[src/design/rsrd_pkg.sv]
// ============================================================================
// rsrd_pkg
// Shared types, constants and helper functions of the run-length sprite
// decoder.
// ============================================================================
package rsrd_pkg;

	// Largest frame side in pixels.
	localparam int MAX_SIDE = 64;

	localparam int SIDE_W   = 7;   // frame side and segment length width
	localparam int COL_W    = 6;   // column counter width
	localparam int ROW_W    = 7;   // row counter width
	localparam int CANVAS_W = 8;   // canvas size and canvas coordinate width
	localparam int PIX_W    = 16;  // RGB565 value width
	localparam int RUN_W    = 16;  // run length width
	localparam int CFG_IDX_W = 3;
	localparam int CFG_DATA_W = 16;

	localparam int S_DATA_W = 32;  // pixel_value, run_length
	localparam int M_DATA_W = 40;  // seg_x, seg_y, seg_length, seg_colour, pad

	// Configuration register indexes.
	localparam logic [CFG_IDX_W-1:0] REG_FRAME_WIDTH     = 3'd0;
	localparam logic [CFG_IDX_W-1:0] REG_FRAME_HEIGHT    = 3'd1;
	localparam logic [CFG_IDX_W-1:0] REG_CANVAS_WIDTH    = 3'd2;
	localparam logic [CFG_IDX_W-1:0] REG_CANVAS_HEIGHT   = 3'd3;
	localparam logic [CFG_IDX_W-1:0] REG_TRANSPARENT_KEY = 3'd4;

	// Reset values of the configuration registers.
	localparam logic [SIDE_W-1:0]   RST_FRAME_SIDE  = 7'd64;
	localparam logic [CANVAS_W-1:0] RST_CANVAS_SIDE = 8'd64;
	localparam logic [PIX_W-1:0]    RST_KEY         = 16'd6341;

	localparam logic [4:0] RED_MAX = 5'h1F;

	// Commands from the controller to the datapath.
	typedef struct packed {
		logic load;   // capture the accepted input word
		logic setup;  // apply frame start and wrap checks
		logic step;   // walk one row segment
	} rsrd_cmd_t;

	// Status from the datapath to the controller.
	typedef struct packed {
		logic go;        // run has pixels to walk after setup
		logic last;      // the current step ends the run
		logic out_free;  // output register can take a segment
	} rsrd_status_t;

	// A side of 0 counts as 1 and anything above MAX_SIDE counts as MAX_SIDE.
	function automatic logic [SIDE_W-1:0] clamp_side(input logic [SIDE_W-1:0] v);
		logic [SIDE_W-1:0] r;
		if (v == '0) begin
			r = SIDE_W'(1);
		end else if (v > SIDE_W'(MAX_SIDE)) begin
			r = SIDE_W'(MAX_SIDE);
		end else begin
			r = v;
		end
		return r;
	endfunction

	// Centering offset, rounded down, never negative.
	function automatic logic [SIDE_W-1:0] center_offset(input logic [CANVAS_W-1:0] canvas,
			input logic [SIDE_W-1:0] side);
		logic [CANVAS_W-1:0] diff;
		diff = canvas - {1'b0, side};
		return (canvas > {1'b0, side}) ? diff[CANVAS_W-1:1] : '0;
	endfunction

	// Red up by a quarter with saturation, blue down by a quarter.
	function automatic logic [PIX_W-1:0] warm_colour(input logic [PIX_W-1:0] v);
		logic [5:0] red_sum;
		logic [4:0] red;
		logic [4:0] blue;
		red_sum = {1'b0, v[15:11]} + {3'b000, v[15:13]};
		red = (red_sum > {1'b0, RED_MAX}) ? RED_MAX : red_sum[4:0];
		blue = v[4:0] - {2'b00, v[4:2]};
		return {red, v[10:5], blue};
	endfunction

endpackage

[src/design/rsrd_ctrl.sv]
// ============================================================================
// rsrd_ctrl
// Controller of the run-length sprite decoder: accepts a run, sequences the
// setup step and the per-row walk.
// ============================================================================
module rsrd_ctrl (
	input  logic                  clk,
	input  logic                  arst_n,
	input  logic                  s_tvalid,
	output logic                  s_tready,
	input  rsrd_pkg::rsrd_status_t status,
	output rsrd_pkg::rsrd_cmd_t    cmd
);

	localparam logic [1:0] ST_IDLE  = 2'd0;
	localparam logic [1:0] ST_SETUP = 2'd1;
	localparam logic [1:0] ST_EMIT  = 2'd2;

	logic [1:0] state_q;
	logic [1:0] state_d;

	assign s_tready  = (state_q == ST_IDLE);
	assign cmd.load  = s_tvalid && (state_q == ST_IDLE);
	assign cmd.setup = (state_q == ST_SETUP);
	assign cmd.step  = (state_q == ST_EMIT) && status.out_free;

	always_comb begin
		state_d = state_q;
		case (state_q)
			ST_IDLE: begin
				if (s_tvalid) state_d = ST_SETUP;
			end
			ST_SETUP: begin
				state_d = status.go ? ST_EMIT : ST_IDLE;
			end
			ST_EMIT: begin
				if (cmd.step && status.last) state_d = ST_IDLE;
			end
			default: begin
				state_d = ST_IDLE;
			end
		endcase
	end

	always_ff @(posedge clk or negedge arst_n) begin
		if (!arst_n) begin
			state_q <= ST_IDLE;
		end else begin
			state_q <= state_d;
		end
	end

endmodule

[src/design/rsrd_datapath.sv]
// ============================================================================
// rsrd_datapath
// Datapath of the run-length sprite decoder: configuration registers, frame
// position, run remainder and the segment output register.
// ============================================================================
module rsrd_datapath (
	input  logic                                  clk,
	input  logic                                  arst_n,
	input  logic                                  cfg_we,
	input  logic [rsrd_pkg::CFG_IDX_W-1:0]         cfg_index,
	input  logic [rsrd_pkg::CFG_DATA_W-1:0]        cfg_data,
	input  logic [rsrd_pkg::S_DATA_W-1:0]          s_tdata,
	input  logic                                  s_tuser,
	output logic                                  m_tvalid,
	input  logic                                  m_tready,
	output logic [rsrd_pkg::M_DATA_W-1:0]          m_tdata,
	output logic                                  m_tlast,
	output logic                                  m_tuser,
	input  rsrd_pkg::rsrd_cmd_t                    cmd,
	output rsrd_pkg::rsrd_status_t                 status
);

	localparam int SW = rsrd_pkg::SIDE_W;
	localparam int CW = rsrd_pkg::COL_W;
	localparam int RW = rsrd_pkg::ROW_W;
	localparam int VW = rsrd_pkg::CANVAS_W;
	localparam int PW = rsrd_pkg::PIX_W;
	localparam int LW = rsrd_pkg::RUN_W;

	// Configuration.
	logic [SW-1:0] frame_width_q;
	logic [SW-1:0] frame_height_q;
	logic [VW-1:0] canvas_width_q;
	logic [VW-1:0] canvas_height_q;
	logic [PW-1:0] key_q;

	// Run and frame position.
	logic          start_q;
	logic [PW-1:0] value_q;
	logic [LW-1:0] rem_q;
	logic [CW-1:0] column_q;
	logic [RW-1:0] row_q;
	logic          done_q;

	// Output register.
	logic          out_valid_q;
	logic [VW-1:0] out_x_q;
	logic [VW-1:0] out_y_q;
	logic [SW-1:0] out_len_q;
	logic [PW-1:0] out_colour_q;
	logic          out_last_q;
	logic          out_complete_q;

	logic [SW-1:0] w;
	logic [SW-1:0] h;
	logic [SW-1:0] ox;
	logic [SW-1:0] oy;
	logic          opaque;

	// Setup terms.
	logic [CW-1:0] s_col;
	logic [RW-1:0] s_row;
	logic          s_done;
	logic          s_wrap;
	logic [RW-1:0] s_row_adj;
	logic          s_past_end;

	// Step terms.
	logic [SW-1:0] room;
	logic [SW-1:0] len;
	logic [SW-1:0] col_sum;
	logic          wrap;
	logic [RW-1:0] row_inc;
	logic          done_n;
	logic [LW-1:0] rem_n;

	assign w      = rsrd_pkg::clamp_side(frame_width_q);
	assign h      = rsrd_pkg::clamp_side(frame_height_q);
	assign ox     = rsrd_pkg::center_offset(canvas_width_q, w);
	assign oy     = rsrd_pkg::center_offset(canvas_height_q, h);
	assign opaque = (value_q != key_q);

	always_comb begin
		s_col      = start_q ? '0 : column_q;
		s_row      = start_q ? '0 : row_q;
		s_done     = start_q ? 1'b0 : done_q;
		s_wrap     = ({1'b0, s_col} >= w);
		s_row_adj  = s_wrap ? s_row + RW'(1) : s_row;
		s_past_end = (s_row_adj >= h);

		room    = w - {1'b0, column_q};
		len     = (rem_q < {{(LW-SW){1'b0}}, room}) ? rem_q[SW-1:0] : room;
		col_sum = {1'b0, column_q} + len;
		wrap    = (col_sum >= w);
		row_inc = row_q + RW'(1);
		done_n  = wrap && (row_inc >= h);
		rem_n   = rem_q - {{(LW-SW){1'b0}}, len};
	end

	assign status.go       = !s_done && (rem_q != '0) && !s_past_end;
	assign status.last     = (rem_n == '0) || done_n;
	assign status.out_free = !out_valid_q || m_tready;

	always_ff @(posedge clk or negedge arst_n) begin
		if (!arst_n) begin
			frame_width_q   <= rsrd_pkg::RST_FRAME_SIDE;
			frame_height_q  <= rsrd_pkg::RST_FRAME_SIDE;
			canvas_width_q  <= rsrd_pkg::RST_CANVAS_SIDE;
			canvas_height_q <= rsrd_pkg::RST_CANVAS_SIDE;
			key_q           <= rsrd_pkg::RST_KEY;
		end else if (cfg_we) begin
			case (cfg_index)
				rsrd_pkg::REG_FRAME_WIDTH:     frame_width_q   <= cfg_data[SW-1:0];
				rsrd_pkg::REG_FRAME_HEIGHT:    frame_height_q  <= cfg_data[SW-1:0];
				rsrd_pkg::REG_CANVAS_WIDTH:    canvas_width_q  <= cfg_data[VW-1:0];
				rsrd_pkg::REG_CANVAS_HEIGHT:   canvas_height_q <= cfg_data[VW-1:0];
				rsrd_pkg::REG_TRANSPARENT_KEY: key_q           <= cfg_data[PW-1:0];
				default: begin
				end
			endcase
		end
	end

	always_ff @(posedge clk or negedge arst_n) begin
		if (!arst_n) begin
			column_q <= '0;
			row_q    <= '0;
			done_q   <= 1'b0;
		end else if (cmd.setup) begin
			if (!s_done && (rem_q != '0)) begin
				column_q <= s_wrap ? '0 : s_col;
				if (s_past_end) begin
					done_q <= 1'b1;
					row_q  <= h;
				end else begin
					done_q <= 1'b0;
					row_q  <= s_row_adj;
				end
			end else begin
				column_q <= s_col;
				row_q    <= s_row;
				done_q   <= s_done;
			end
		end else if (cmd.step) begin
			if (wrap) begin
				column_q <= '0;
				row_q    <= row_inc;
				done_q   <= done_n;
			end else begin
				column_q <= col_sum[CW-1:0];
			end
		end
	end

	// The accepted word and the remaining run length need no reset.
	always_ff @(posedge clk) begin
		if (cmd.load) begin
			start_q <= s_tuser;
			value_q <= s_tdata[PW-1:0];
			rem_q   <= s_tdata[PW+LW-1:PW];
		end else if (cmd.step) begin
			rem_q <= rem_n;
		end
	end

	always_ff @(posedge clk or negedge arst_n) begin
		if (!arst_n) begin
			out_valid_q <= 1'b0;
		end else begin
			out_valid_q <= (cmd.step && opaque) || (out_valid_q && !m_tready);
		end
	end

	always_ff @(posedge clk) begin
		if (cmd.step && opaque) begin
			out_x_q        <= {1'b0, ox} + {2'b00, column_q};
			out_y_q        <= {1'b0, oy} + {1'b0, row_q};
			out_len_q      <= len;
			out_colour_q   <= rsrd_pkg::warm_colour(value_q);
			out_last_q     <= status.last;
			out_complete_q <= done_n;
		end
	end

	assign m_tvalid = out_valid_q;
	assign m_tdata  = {1'b0, out_colour_q, out_len_q, out_y_q, out_x_q};
	assign m_tlast  = out_last_q;
	assign m_tuser  = out_complete_q;

endmodule

[src/design/rle_sprite_run_decoder.sv]
// ============================================================================
// rle_sprite_run_decoder
// Decodes RGB565 run-length pairs into centered, color-warmed row segments.
// ============================================================================
// The first segment of a run passes through the setup state, then a walk
// step loads it into the output register. A run occupies the block from
// acceptance through setup and its walk until it returns to idle; no new
// run word is taken meanwhile. The walk emits one row per cycle while the output side is free.
// Stalls on the output side hold the walk; transparent runs walk silently.
// Reset (arst_n low) clears the position and frame-done flag and loads the
// configuration defaults: 64x64 frame, 64x64 canvas, key 0x18C5.
module rle_sprite_run_decoder (
	input  logic                                  clk,
	input  logic                                  arst_n,
	// Input run words.
	input  logic                                  s_tvalid,
	output logic                                  s_tready,
	input  logic [rsrd_pkg::S_DATA_W-1:0]          s_tdata,  // pixel_value, run_length
	input  logic                                  s_tuser,  // frame_start
	// Output segment words.
	output logic                                  m_tvalid,
	input  logic                                  m_tready,
	output logic [rsrd_pkg::M_DATA_W-1:0]          m_tdata,  // seg_x, seg_y, seg_length,
	                                                         // seg_colour, zero pad
	output logic                                  m_tlast,  // seg_last
	output logic                                  m_tuser,  // frame_complete
	// Configuration writes.
	input  logic                                  cfg_we,
	input  logic [rsrd_pkg::CFG_IDX_W-1:0]         cfg_index,
	input  logic [rsrd_pkg::CFG_DATA_W-1:0]        cfg_data
);

	// The controller only sequences; all arithmetic and state of the frame
	// walk live in the datapath.
	rsrd_pkg::rsrd_cmd_t    cmd;
	rsrd_pkg::rsrd_status_t status;

	// The controller takes a new word only in its idle state. The output
	// register decouples the master side, so a segment still waiting there
	// does not hold off the next run word.
	rsrd_ctrl u_ctrl (
		.clk      (clk),
		.arst_n   (arst_n),
		.s_tvalid (s_tvalid),
		.s_tready (s_tready),
		.status   (status),
		.cmd      (cmd)
	);

	// Each walk step clips the remaining run to the room left in the current
	// row, advances column and row, and loads a segment when the run is opaque.
	rsrd_datapath u_dp (
		.clk       (clk),
		.arst_n    (arst_n),
		.cfg_we    (cfg_we),
		.cfg_index (cfg_index),
		.cfg_data  (cfg_data),
		.s_tdata   (s_tdata),
		.s_tuser   (s_tuser),
		.m_tvalid  (m_tvalid),
		.m_tready  (m_tready),
		.m_tdata   (m_tdata),
		.m_tlast   (m_tlast),
		.m_tuser   (m_tuser),
		.cmd       (cmd),
		.status    (status)
	);

endmodule

[config.mk]
export PLATFORM = sky130hd
export DESIGN_NAME = rle_sprite_run_decoder
export DESIGN_NICKNAME = d
export VERILOG_FILES = /design/src/design/rsrd_pkg.sv /design/src/design/rsrd_ctrl.sv /design/src/design/rsrd_datapath.sv /design/src/design/rle_sprite_run_decoder.sv
export SDC_FILE = /design/constraint.sdc
export NUM_CORES = 1
export LEC_CHECK = 0
export BUFFER_PORTS_ARGS = -buffer_cell sky130_fd_sc_hd__clkbuf_2
export CORE_MARGIN = 1.5
export CORE_UTILIZATION = 35
export CTS_BUF_LIST = sky130_fd_sc_hd__clkbuf_16
export DETAILED_ROUTE_END_ITERATION = 8
export PLACE_DENSITY_LB_ADDON = 0.08
export SETUP_SLACK_MARGIN = 0.2
export SLEW_MARGIN = 20
export SYNTH_ARGS = -nofsm -noshare
export SYNTH_HDL_FRONTEND = slang
export SYNTH_HIERARCHICAL = 1
export SYNTH_SLANG_ARGS = --single-unit
[constraint.sdc]
create_clock -name clk -period 15 [get_ports clk]
set_input_delay 0.75 -clock clk [delete_from_list [all_inputs] [get_ports clk]]
set_output_delay 0.75 -clock clk [all_outputs]
set_load 0.05 [all_outputs]
---- Word-level counts from Yosys, hierarchy flattened ----
Cells that the tools add are included.
storage, ports and cells
  flip-flop bits (word level) ............. 137
  input port bits ......................... 57
  output and inout port bits .............. 44
  word-level logic and storage cells ...... 113
operators by class
  add/subtract/negate cells ............... 11
  order comparisons ....................... 10
  eq/ne operators ......................... 9
  multiplexer cells ....................... 32
  reductions and logical operators ........ 31
operators with widths
  operator                                             count
  two-way mux 7 bit                                    14
  two-way mux 6 bit                                    6
  two-way mux 16 bit                                   2
  greater-or-equal comparator 7 bit                    3
  > comparator 8 x 7 -> 1 bit                          2
  zero test 16 bit                                     1
  less-than comparator 16 x 7 -> 1 bit                 1
  != test 16 bit                                       1
  nonzero test 16 bit                                  1
  subtractor 16 x 7 -> 16 bit                          1
  subtractor 8 x 7 -> 8 bit                            2
  adder 7 x 1 -> 7 bit, second input constant          2
  > comparator 7 bit, second input constant            2
  zero test 7 bit                                      2
  AND reduction 2 bit                                  7
  adder 7 x 6 -> 8 bit                                 1
  adder 7 x 7 -> 8 bit                                 1
  logical AND 1 bit                                    8
  adder 6 x 7 -> 7 bit                                 1
  greater-or-equal comparator 6 x 7 -> 1 bit           1
  subtractor 7 x 6 -> 7 bit                            1
  adder 5 x 3 -> 6 bit                                 1
  equality test 3 x 2 -> 1 bit, second input constant  2
  > comparator 6 x 5 -> 1 bit, second input constant   1
  other kinds (14)                                     29

---- Logic depth before layout (Yosys ltp) ----
Gate-level depths: netlist of the first run.
  word-level depth ........................ 13
  gate-level depth with buffers ........... 36
  depth with buffers taken out ............ 34

---- By module ----
The synthesis of the first run kept the hierarchy.
modules (own cells, without submodules)
  module         instances  cells each  area each (sq um)  sequential area each (sq um)
  rsrd_datapath  1          833         8944.8             3761.1
  rsrd_ctrl      1          10          105.1              50.0

---- Worst setup path before layout of the first run ----
OpenSTA, ideal clock, no wires.
  path kind ............................... reg2reg
  from .................................... register u_dp.frame_width_q[6]
  to ...................................... register u_ctrl.state_q[1]
  arrival time ............................ 7.040 ns
  data required time ...................... 14.879 ns
  setup slack ............................. 7.839 ns
  cell stages (with the launch flop) ...... 32
  clock period less this slack ............ 7.161 ns
  path through ............................ dfstp_2 > clkbuf_1 > clkinv_1 > o21a_1 > inv_1 > ha_1 > inv_1 > fa_1 > a21o_1 > a21oi_1 > xnor2_1 > ha_1 > nand2_1 > a21oi_1 > a211o_1 > maj3_2 > a21o_1 > buf_1 > a21oi_1 > ha_1 > inv_1 > ha_1 > or2_2 > maj3_1 > o221ai_1 > a311o_1 > a21boi_2 > o31ai_1 > or4b_1 > o41ai_2 > nand2_1 > a22o_1
RTL lines
  element                 line                  source
  start, declared         rsrd_datapath.sv:31   logic [SW-1:0] frame_width_q;
  start signal, assigned  rsrd_datapath.sv:106  frame_width_q <= rsrd_pkg::RST_FRAME_SIDE;
  start signal, assigned  rsrd_datapath.sv:113  rsrd_pkg::REG_FRAME_WIDTH: frame_width_q <= cfg_data[SW-1:0];
  end signal, assigned    rsrd_ctrl.sv:49       state_q <= state_d;
  end, declared           rsrd_ctrl.sv:19       logic [1:0] state_q;

==> impl_metrics.toml, run 1 <==
[outcome]
outcome = "finished, final reports clean"

[logic_synthesis]
synthArstFlopShare = 0.460
synthesis.nets = 991
ys_seq_elements = 137
ys_types = 81
yosysWarnings = 6
netlist_instances = 843
ys.flop_type = "edfxtp_1"
synth-edff-count = 74
syn_area_um2 = 9050
synth.avg_cell_area_um2 = 10.7
synth_seq_area_share = 0.421

[placed_design]
routabilityCongestion = 0.826
hpwl_mm = 16.6
portBuffers = 99

[clock_tree]
post-cts-setup-buffers = 0
clock_latency_ps = 420
cts_resized = 0
clockBufferDepth = 2
htree_num_levels = 4
hold_buffers = 0
cts_buffers = 17
clock-sinks = 137
cts.clk_slew.worst_paths_ps = 70
tritoncts = "yes"
cts_root_buf = "clkbuf_16"

[critical_path]
arrival_ps = 8100
cp_max_fo = 14
crit_required_ps = 15310
end_kind = "flip-flop"
r2r_setup_slack_ps = 7210
startpoint_type = "flip-flop"
path_class = "flip-flop to flip-flop"
r2r_cells = 27
r2r-start = "u_dp/frame_width_q[6]"
r2r_end = "u_ctrl/state_q[1]"

[power]
internal_power_uw = 1460
p_clk_frac = 0.150
p_per_area_nw_per_um2 = 258
switching_share = 0.459
switching_power_uw = 1240
vdd_drop_max_mv = 0.144
p_leak_uw = 0.00459
p_seq_frac = 0.260
combPwrFrac = 0.590

[min_path]
min_path_type = "flip-flop to flip-flop"
min_delay_path_depth = 0
min_to = "u_dp/out_colour_q[10]"
holdCritStartpoint = "u_dp/value_q[10]"

[sta]
timing.final.crit_share = 0.519
slew_headroom = 0.270
hold_ws_ps = 467
tns_ps = 0
worstMarginPinSlew_ps = 1090
hold_viol = 0
setup_violations = 0
rsz0062_at_grt = "no"
max_freq_mhz = 128
fin_crit_ps = 7790
slew_violations = 0
finalClockSkew_ps = 7.83

[cells_and_area]
drive_gt1_frac = 0.235
mostFrequentLayoutCells = "clkbuf_2, ha_1, edfxtp_1"
fill_cells = 2523
area_growth_pct = 15.7
final_common_cell = "clkbuf_2"
num_antenna_cells = 0
finalNetCount = 1094

[route]
vias_per_cell = 5.03
dr_total_vias = 6479
dr.pass1.iters = 5
wl_met1_mm = 10.7
wl_met3_um = 635
highest_layer = "met4"
drc = 0
wl_met2_mm = 10.7
wl_per_cell_um = 17.2
wirelength_mm = 22.2
drt_iter0_markers = 343
ant_nets = 0

[global_routing]
grt_max_degree = 64
grt_usage = 0.174
grt_overflow = 0
grt_pass1_vias = 6629
antenna_found_initial = 0
grt_pass1_wl_mm = 35.8

[floorplan]
rows = 58
die-area_um2 = 26800
dieWidth_um = 164
start_util = 0.358
coreArea_um2 = 25300
fp.dieH_um = 164
io_pins = 101

[run]
maxCapViolCount = 0
==> metal layers <==
| metal | global-route usage | vias to the layer above |
|---|---|---|
| li1 | - | 3265 |
| met1 | 0.234 | 3102 |
| met2 | 0.292 | 102 |
| met3 | 0.0280 | 10 |
| met4 | 0.0409 | 0 |
| met5 | 0 | - |
==> cell families after synthesis <==
kind of cell,after synthesis,share of synthesized area
compound gates,186,0.146
flops,137,0.421
other cells,1,0.000414
fa+ha+maj,94,0.136
simple gates,218,0.122
buf+inv,77,0.0332
mux,59,0.0730
xor+xnor,71,0.0687
==> registers in the layout, summed over array words and instances (netlist names), 6 cells and up <==
signal / flops
u_dp/canvas_width_q: 8
u_dp/key_q: 16
u_dp/out_x_q: 8
u_dp/row_q: 7
u_dp/out_len_q: 7
u_dp/frame_height_q: 7
u_dp/value_q: 16
u_dp/column_q: 6
u_dp/canvas_height_q: 8
u_dp/rem_q: 16
u_dp/out_y_q: 8
u_dp/frame_width_q: 7
u_dp/out_colour_q: 16
==> per-stage QoR <==
stage	setup WS (ps)	area (um^2)	power, uW	instances	utilization
CTS	7200	10500	2740	1289	0.415
detailed placement	7210	9910	2310	1257	0.393
finish	7210	10500	2700	1289	0.415
floorplan	7840	9050	1940	843	-
global placement	7360	9910	2320	1257	0.393
global route	6660	10500	2950	1289	0.415
==> critical path: stages, from the launching register on <==
cell      delay [ps]
dfstp_2          680
clkinv_1         250
o21a_1           220
inv_1             70
ha_1             140
inv_1             50
fa_1             390
xnor2_1          720
ha_1             390
a21oi_1          150
a21oi_1           80
a211o_1          290
maj3_2           370
a21o_1           370
a21oi_1          360
ha_1             310
inv_1             90
ha_1             230
or2_2            320
maj3_1           370
o221ai_1         160
a311o_1          230
a21boi_2         100
o31ai_1          250
or4b_1           480
o41ai_2          300
nand2_1           90
a22o_1           200
==> worst max path at each step <==
stage                                      from                end  slack (ps)  cells after the start
final                     u_dp/frame_width_q[6]  u_ctrl/state_q[1]        7210                     27
after global routing      u_dp/frame_width_q[6]  u_ctrl/state_q[1]        6660                     27
after CTS                 u_dp/frame_width_q[6]  u_ctrl/state_q[1]        7200                     27
after detailed placement  u_dp/frame_width_q[6]  u_ctrl/state_q[1]        7210                     27
after global placement    u_dp/frame_width_q[6]   u_dp/column_q[4]        7360                     27
after floorplan           u_dp/frame_width_q[6]  u_ctrl/state_q[1]        7840                     31
==> cells in the mapped netlist (all sizes together), types with 9 or more instances <==
master,count,share of area
ha,83,0.11
a21o,44,0.036
mux2,53,0.066
nand2,63,0.026
nor2b,18,0.013
dfstp,10,0.029
o21ai,40,0.022
nor2,50,0.021
a21oi,39,0.023
nor3,14,0.0077
xnor2,50,0.048
dfrtp,53,0.15
inv,56,0.023
nand3,9,0.0050
edfxtp,74,0.25
clkbuf,14,0.0058
xor2,21,0.020
nand2b,12,0.0083
==> power groups by stage <==
stage	logic, uW	clock network (uW)	registers (uW)
5_1_grt	1790	431	722
2_1_floorplan	1150	0	789
3_5_place_dp	1600	0	712
4_1_cts	1620	418	706
6_report	1590	405	703
3_3_place_gp	1600	0	713
==> cell type report <==
class                   count  area [um^2]  area share
multi-input cells         629         4950       0.472
flip-flops and latches    137         3810       0.364
repair buffers            103          526      0.0502
clock buffers              17          425      0.0406
well taps                 330          413      0.0394
inverters                  58          218      0.0208
clock inverters            15          136      0.0130
No activity file was read; power rests on OpenSTA's default activity.
==> inputs of run 2 (changes only) <==
- ABC_AREA: not set -> 1
- clock period: 15 -> 7.13 ns (I/O delays scaled with it)
==> run 2 against run 1 <==
  * First-iteration DRC count is 17% higher
  * Critical endpoint is now u_dp/row_q[5]
  * Sequential share of layout area is 1.3 points lower
  * Synthesized cell count is 32% higher
==> impl_metrics.toml, run 2 <==
[logic_synthesis]
synth_top_family_by_area = "simple AND/OR/NAND/NOR gates"
synthArstFlopShare = 0.460
muxShareOfSynthArea = 0.00486
yosys.area.top_type = "edfxtp_1"
synth.avg_cell_area_um2 = 8.31
synth-edff-count = 74
netlist_instances = 1116
yosysWarnings = 6
ys_seq_elements = 137
synth.most_common_cell = "nand2_1"
syn_area_um2 = 9280
synth_xor_area_frac = 0.0387
synthTopCellsByArea = "edfxtp_1, dfrtp_1, ha_1"
synth_top_area_share = 0.240
synth_seq_area_share = 0.411
synth_fa_ha_area_frac = 0.129
ys_types = 49
ys.flop_type = "edfxtp_1"
yosys.area_share.simple = 0.209
synthesis.nets = 1264
synthTopCellsByCount = "nand2_1, inv_1, nor2_1"
synth_compound_area_frac = 0.120

[placed_design]
hpwl_mm = 18.5
routabilityCongestion = 0.871
place_ws_ps = 414
portBuffers = 99

[cells_and_area]
final_common_cell = "nand2_1"
mostFrequentLayoutCells = "nand2_1, inv_1, nor2_1"
multi_input_area_um2 = 4710
num_antenna_cells = 0
area_growth_pct = 17.0
seqCellArea_um2 = 3810
finalNetCount = 1374
fill_cells = 2674
drive_gt1_frac = 0.163

[outcome]
outcome = "finished, final reports clean"

[route]
drc = 0
vias_per_cell = 4.80
ant_nets = 0
wl_met1_mm = 11.7
wl_per_cell_um = 15.1
wirelength_mm = 23.8
dr_total_vias = 7551
dr.pass1.iters = 7
highest_layer = "met4"
wl_met3_um = 994
drt_iter0_markers = 400
wl_met2_mm = 10.8

[clock_tree]
cts.clk_slew.worst_paths_ps = 70
cts_buffers = 17
tritoncts = "yes"
clock-sinks = 137
htree_num_levels = 4
clock_latency_ps = 430
clockBufferDepth = 2
cts_root_buf = "clkbuf_16"

[run]
maxCapViolCount = 0

[power]
switching_share = 0.499
combPwrFrac = 0.612
p_per_area_nw_per_um2 = 556
p_seq_frac = 0.234
switching_power_uw = 3010
p_clk_frac = 0.155
vdd_drop_max_mv = 0.215
p_leak_uw = 0.00536
internal_power_uw = 3020

[sta]
setup_violations = 0
fin_crit_ps = 6240
worstMarginPinSlew_ps = 1040
slew_headroom = 0.305
hold_viol = 0
max_freq_mhz = 160
finalClockSkew_ps = 12.6
tns_ps = 0
timing.final.crit_share = 0.876
setup_slack_ps = 887
rsz0062_at_grt = "no"
slew_violations = 0

[floorplan]
coreArea_um2 = 26100
start_util = 0.356
die-area_um2 = 27500
rows = 59
fp.dieH_um = 166
dieWidth_um = 166
io_pins = 101

[min_path]
min_path_type = "input port to asynchronous set/reset pin"

[critical_path]
slowest_delay_ps = 590
startpoint_type = "flip-flop"
crit_required_ps = 7420
end_kind = "flip-flop"
crit_slowest_cell = "dfstp_2"
path_class = "flip-flop to flip-flop"
cp_common_cell = "nor2_1"
cp_max_fo = 24
arrival_ps = 6530

[global_routing]
grt_max_degree = 64
grt_usage = 0.177
grt_pass1_wl_mm = 38.6
grt_pass1_vias = 7360
antenna_found_initial = 0
grt_overflow = 0
## run 2: timing repair
item	4_1_cts	5_1_grt
buffers inserted	0	1
hold buffers	0	0
gates resized for setup	0	10
setup endpoints to repair	0	8
## run 2: stage by stage
| step | utilization | hold slack [ps] | power [uW] | std cells | area [um^2] |
|---|---|---|---|---|---|
| after global placement | 0.391 | 455 | 5080 | 1541 | 10200 |
| after CTS | 0.415 | 79.9 | 6040 | 1573 | 10800 |
| after global routing | 0.417 | 82.5 | 6660 | 1574 | 10900 |
| after detailed placement | 0.391 | 463 | 5080 | 1541 | 10200 |
| after floorplan | - | 60.9 | 4180 | 1116 | 9280 |
| final | 0.417 | 96.3 | 6040 | 1574 | 10900 |
## run 2: cells by family (layout without fill, tap and decap cells)
| family | Yosys count | in the layout |
|---|---|---|
| AO/OA/AOI/OAI | 200 | 200 |
| XOR/XNOR | 41 | 41 |
| adder cells (fa/ha/maj) | 91 | 91 |
| buffers and inverters | 211 | 334 |
| flip-flops | 137 | 137 |
| multiplexers | 4 | 4 |
| other | 1 | 1 |
| AND/OR/NAND/NOR | 431 | 431 |
## run 2: critical path: cells and delay by family, from the launching register on
kind,cells,cell delay [ps]
compound gates,10,1360
xor+xnor,2,490
fa+ha+maj,6,1820
flops,1,590
buf+inv,8,710
simple gates,14,1130
## run 2: routing by layer
| metal | global-route usage | up-vias |
|---|---|---|
| met3 | 0.0329 | 18 |
| met1 | 0.247 | 3454 |
| li1 | - | 3928 |
| met5 | 0 | - |
| met4 | 0.0443 | 0 |
| met2 | 0.283 | 151 |
## run 2: worst paths after layout
kind	from	cells after the start	slack [ps]	endpoint
min in group clk	s_tdata[15]	1	100	u_dp/value_q[15]
min	arst_n	2	100	u_dp/row_q[4]
max in group asynchronous	arst_n	2	6450	u_dp/frame_width_q[1]
min reg2reg	u_dp/value_q[8]	0	480	u_dp/out_colour_q[8]
max	u_dp/frame_width_q[6]	40	890	u_dp/row_q[5]
max reg2reg	u_dp/frame_width_q[6]	40	890	u_dp/row_q[5]
## run 2: power by group through the flow
stage               clock, uW  sequential (uW)  combinational, uW
finish                    933             1410               3690
CTS                       959             1410               3670
floorplan                   0             1630               2550
detailed placement          0             1420               3650
global route              989             1440               4230
global placement            0             1430               3650
## run 2: area by class of cell
type	count	share of cell area
repair buffers	108	0.0519
well taps	335	0.0386
inverters	194	0.0671
multi-input cells	768	0.434
clock buffers	17	0.0392
clock inverters	15	0.0184
flip-flops and latches	137	0.351
==> inputs of run 3 (changes only) <==
- ABC_AREA: 1 -> not set
==> run 3 against run 2 <==
  * Sequential power increased by 5%
  * Die area decreased by 2.4%
  * Wire length decreased by 3.8%
  * Final cell count decreased by 17%
  * Critical endpoint is now u_ctrl/state_q[1]
  * Clock power increased by 4.9%
==> impl_metrics.toml, run 3 (same netlist as run 1, synthesis figures left out) <==
[clock_tree]
clock-sinks = 137
cts_root_buf = "clkbuf_16"
cts_buffers = 17
clockBufferDepth = 2
htree_num_levels = 4
clock_latency_ps = 430
cts.clk_slew.worst_paths_ps = 70
tritoncts = "yes"

[global_routing]
grt_pass1_wl_mm = 36.7
grt_max_degree = 64
grt_usage = 0.180
antenna_found_initial = 1
grt_overflow = 0
met2_usage = 0.281
grtUsageMet1 = 0.257
grt_pass1_vias = 6648
met3_usage = 0.0293
busiest_layer = "met2"

[power]
combPwrFrac = 0.595
switching_share = 0.449
internal_power_uw = 3340
switching_power_uw = 2720
vdd_drop_max_mv = 0.186
p_leak_uw = 0.00478
p_per_area_nw_per_um2 = 561
p_seq_frac = 0.244
p_clk_frac = 0.161

[floorplan]
io_pins = 101
dieWidth_um = 164
fp.dieH_um = 164
die-area_um2 = 26800
coreArea_um2 = 25300
start_util = 0.358
rows = 58

[sta]
rsz0062_at_grt = "no"
fin_crit_ps = 6590
slew_headroom = 0.313
finalClockSkew_ps = 12.3
hold_viol = 0
tns_ps = 0
timing.final.crit_share = 0.925
setup_violations = 0
worstMarginPinSlew_ps = 1030
slew_violations = 0
max_freq_mhz = 152

[route]
wirelength_mm = 22.9
wl_per_cell_um = 17.5
drt_iter0_markers = 311
drc = 0
dr_total_vias = 6579
ant_nets = 0
dr.pass1.iters = 4
vias_per_cell = 5.01

[cells_and_area]
multi_input_area_um2 = 5020
num_antenna_cells = 0
final_util = 0.428
mostFrequentLayoutCells = "clkbuf_2, ha_1, edfxtp_1"
finalNetCount = 1117
area_growth_pct = 19.5
fill_cells = 2503
seqCellArea_um2 = 3810
final_common_cell = "clkbuf_2"
drive_gt1_frac = 0.269

[critical_path]
crit_slowest_cell = "or4b_4"
arrival_ps = 6900
cp_common_cell = "inv_1"
path_class = "flip-flop to flip-flop"
end_kind = "flip-flop"
slowest_delay_ps = 520
cp_max_fo = 5
crit_required_ps = 7440
critPathTopFamily = "compound AO/OA/AOI/OAI gates"
startpoint_type = "flip-flop"
path_buf_inv = 3

[run]
maxCapViolCount = 0

[placed_design]
portBuffers = 99
hpwl_mm = 17.2
routabilityCongestion = 0.845

[min_path]
min_path_type = "input port to flip-flop"

[outcome]
outcome = "finished, final reports clean"
run 3: path summary, 6_finish.rpt:
check,cells past startpoint,slack (ps),startpoint,to
min,1,100,s_tdata[5],u_dp/value_q[5]
max reg2reg,30,540,u_dp/frame_width_q[1],u_ctrl/state_q[1]
min reg2reg,0,470,u_dp/value_q[8],u_dp/out_colour_q[8]
max,30,540,u_dp/frame_width_q[1],u_ctrl/state_q[1]
max in group asynchronous,2,6440,arst_n,u_dp/column_q[4]
min in group asynchronous,2,110,arst_n,u_dp/key_q[8]
run 3: per-layer routing:
layer / wire length (um) / part of all wire
met5: 0 / 0
met4: 276 / 0.012
met3: 831 / 0.036
met2: 10200 / 0.45
met1: 11600 / 0.50
run 3: through the flow:
stage | std cells | total power, uW | instance area, um^2 | hold WS, ps | setup WS [ps]
floorplan | 843 | 4090 | 9070 | 60.9 | 202
CTS | 1305 | 6030 | 10700 | 76.1 | 274
finish | 1312 | 6070 | 10800 | 96.7 | 537
detailed placement | 1273 | 5010 | 10100 | 457 | 266
global route | 1312 | 6570 | 10800 | 69.7 | 171
global placement | 1273 | 4990 | 10100 | 460 | 420
run 3: cell type report:
cell class | instances | share of cell area
multi-input combinational | 629 | 0.465
timing repair buffer | 126 | 0.0649
inverter | 58 | 0.0201
clock buffer | 17 | 0.0393
tap | 330 | 0.0382
sequential | 137 | 0.353
clock inverter | 15 | 0.0201
run 3: power by group through the flow:
| stage | Clock, uW | Sequential [uW] | Combinational, uW |
|---|---|---|---|
| global route | 1040 | 1520 | 4010 |
| global placement | 0 | 1500 | 3500 |
| floorplan | 0 | 1660 | 2430 |
| CTS | 1010 | 1480 | 3540 |
| finish | 979 | 1480 | 3610 |
| detailed placement | 0 | 1490 | 3510 |
run 3: worst reg2reg max path: cells and delay by family, from the launching register on:
family,cells,cell delay (ps)
AOI/OAI and AO/OA,12,2110
DFF,1,390
xor gates and xnor gates,1,160
adders and majority gates,7,1820
buffers and inverters,3,200
and+or+nand+nor,7,1810
run 3: what timing repair did:
action,in CTS,in global routing
buffers inserted,0,7
setup endpoints to repair,0,16
gates resized for setup,0,17
hold buffers,0,0
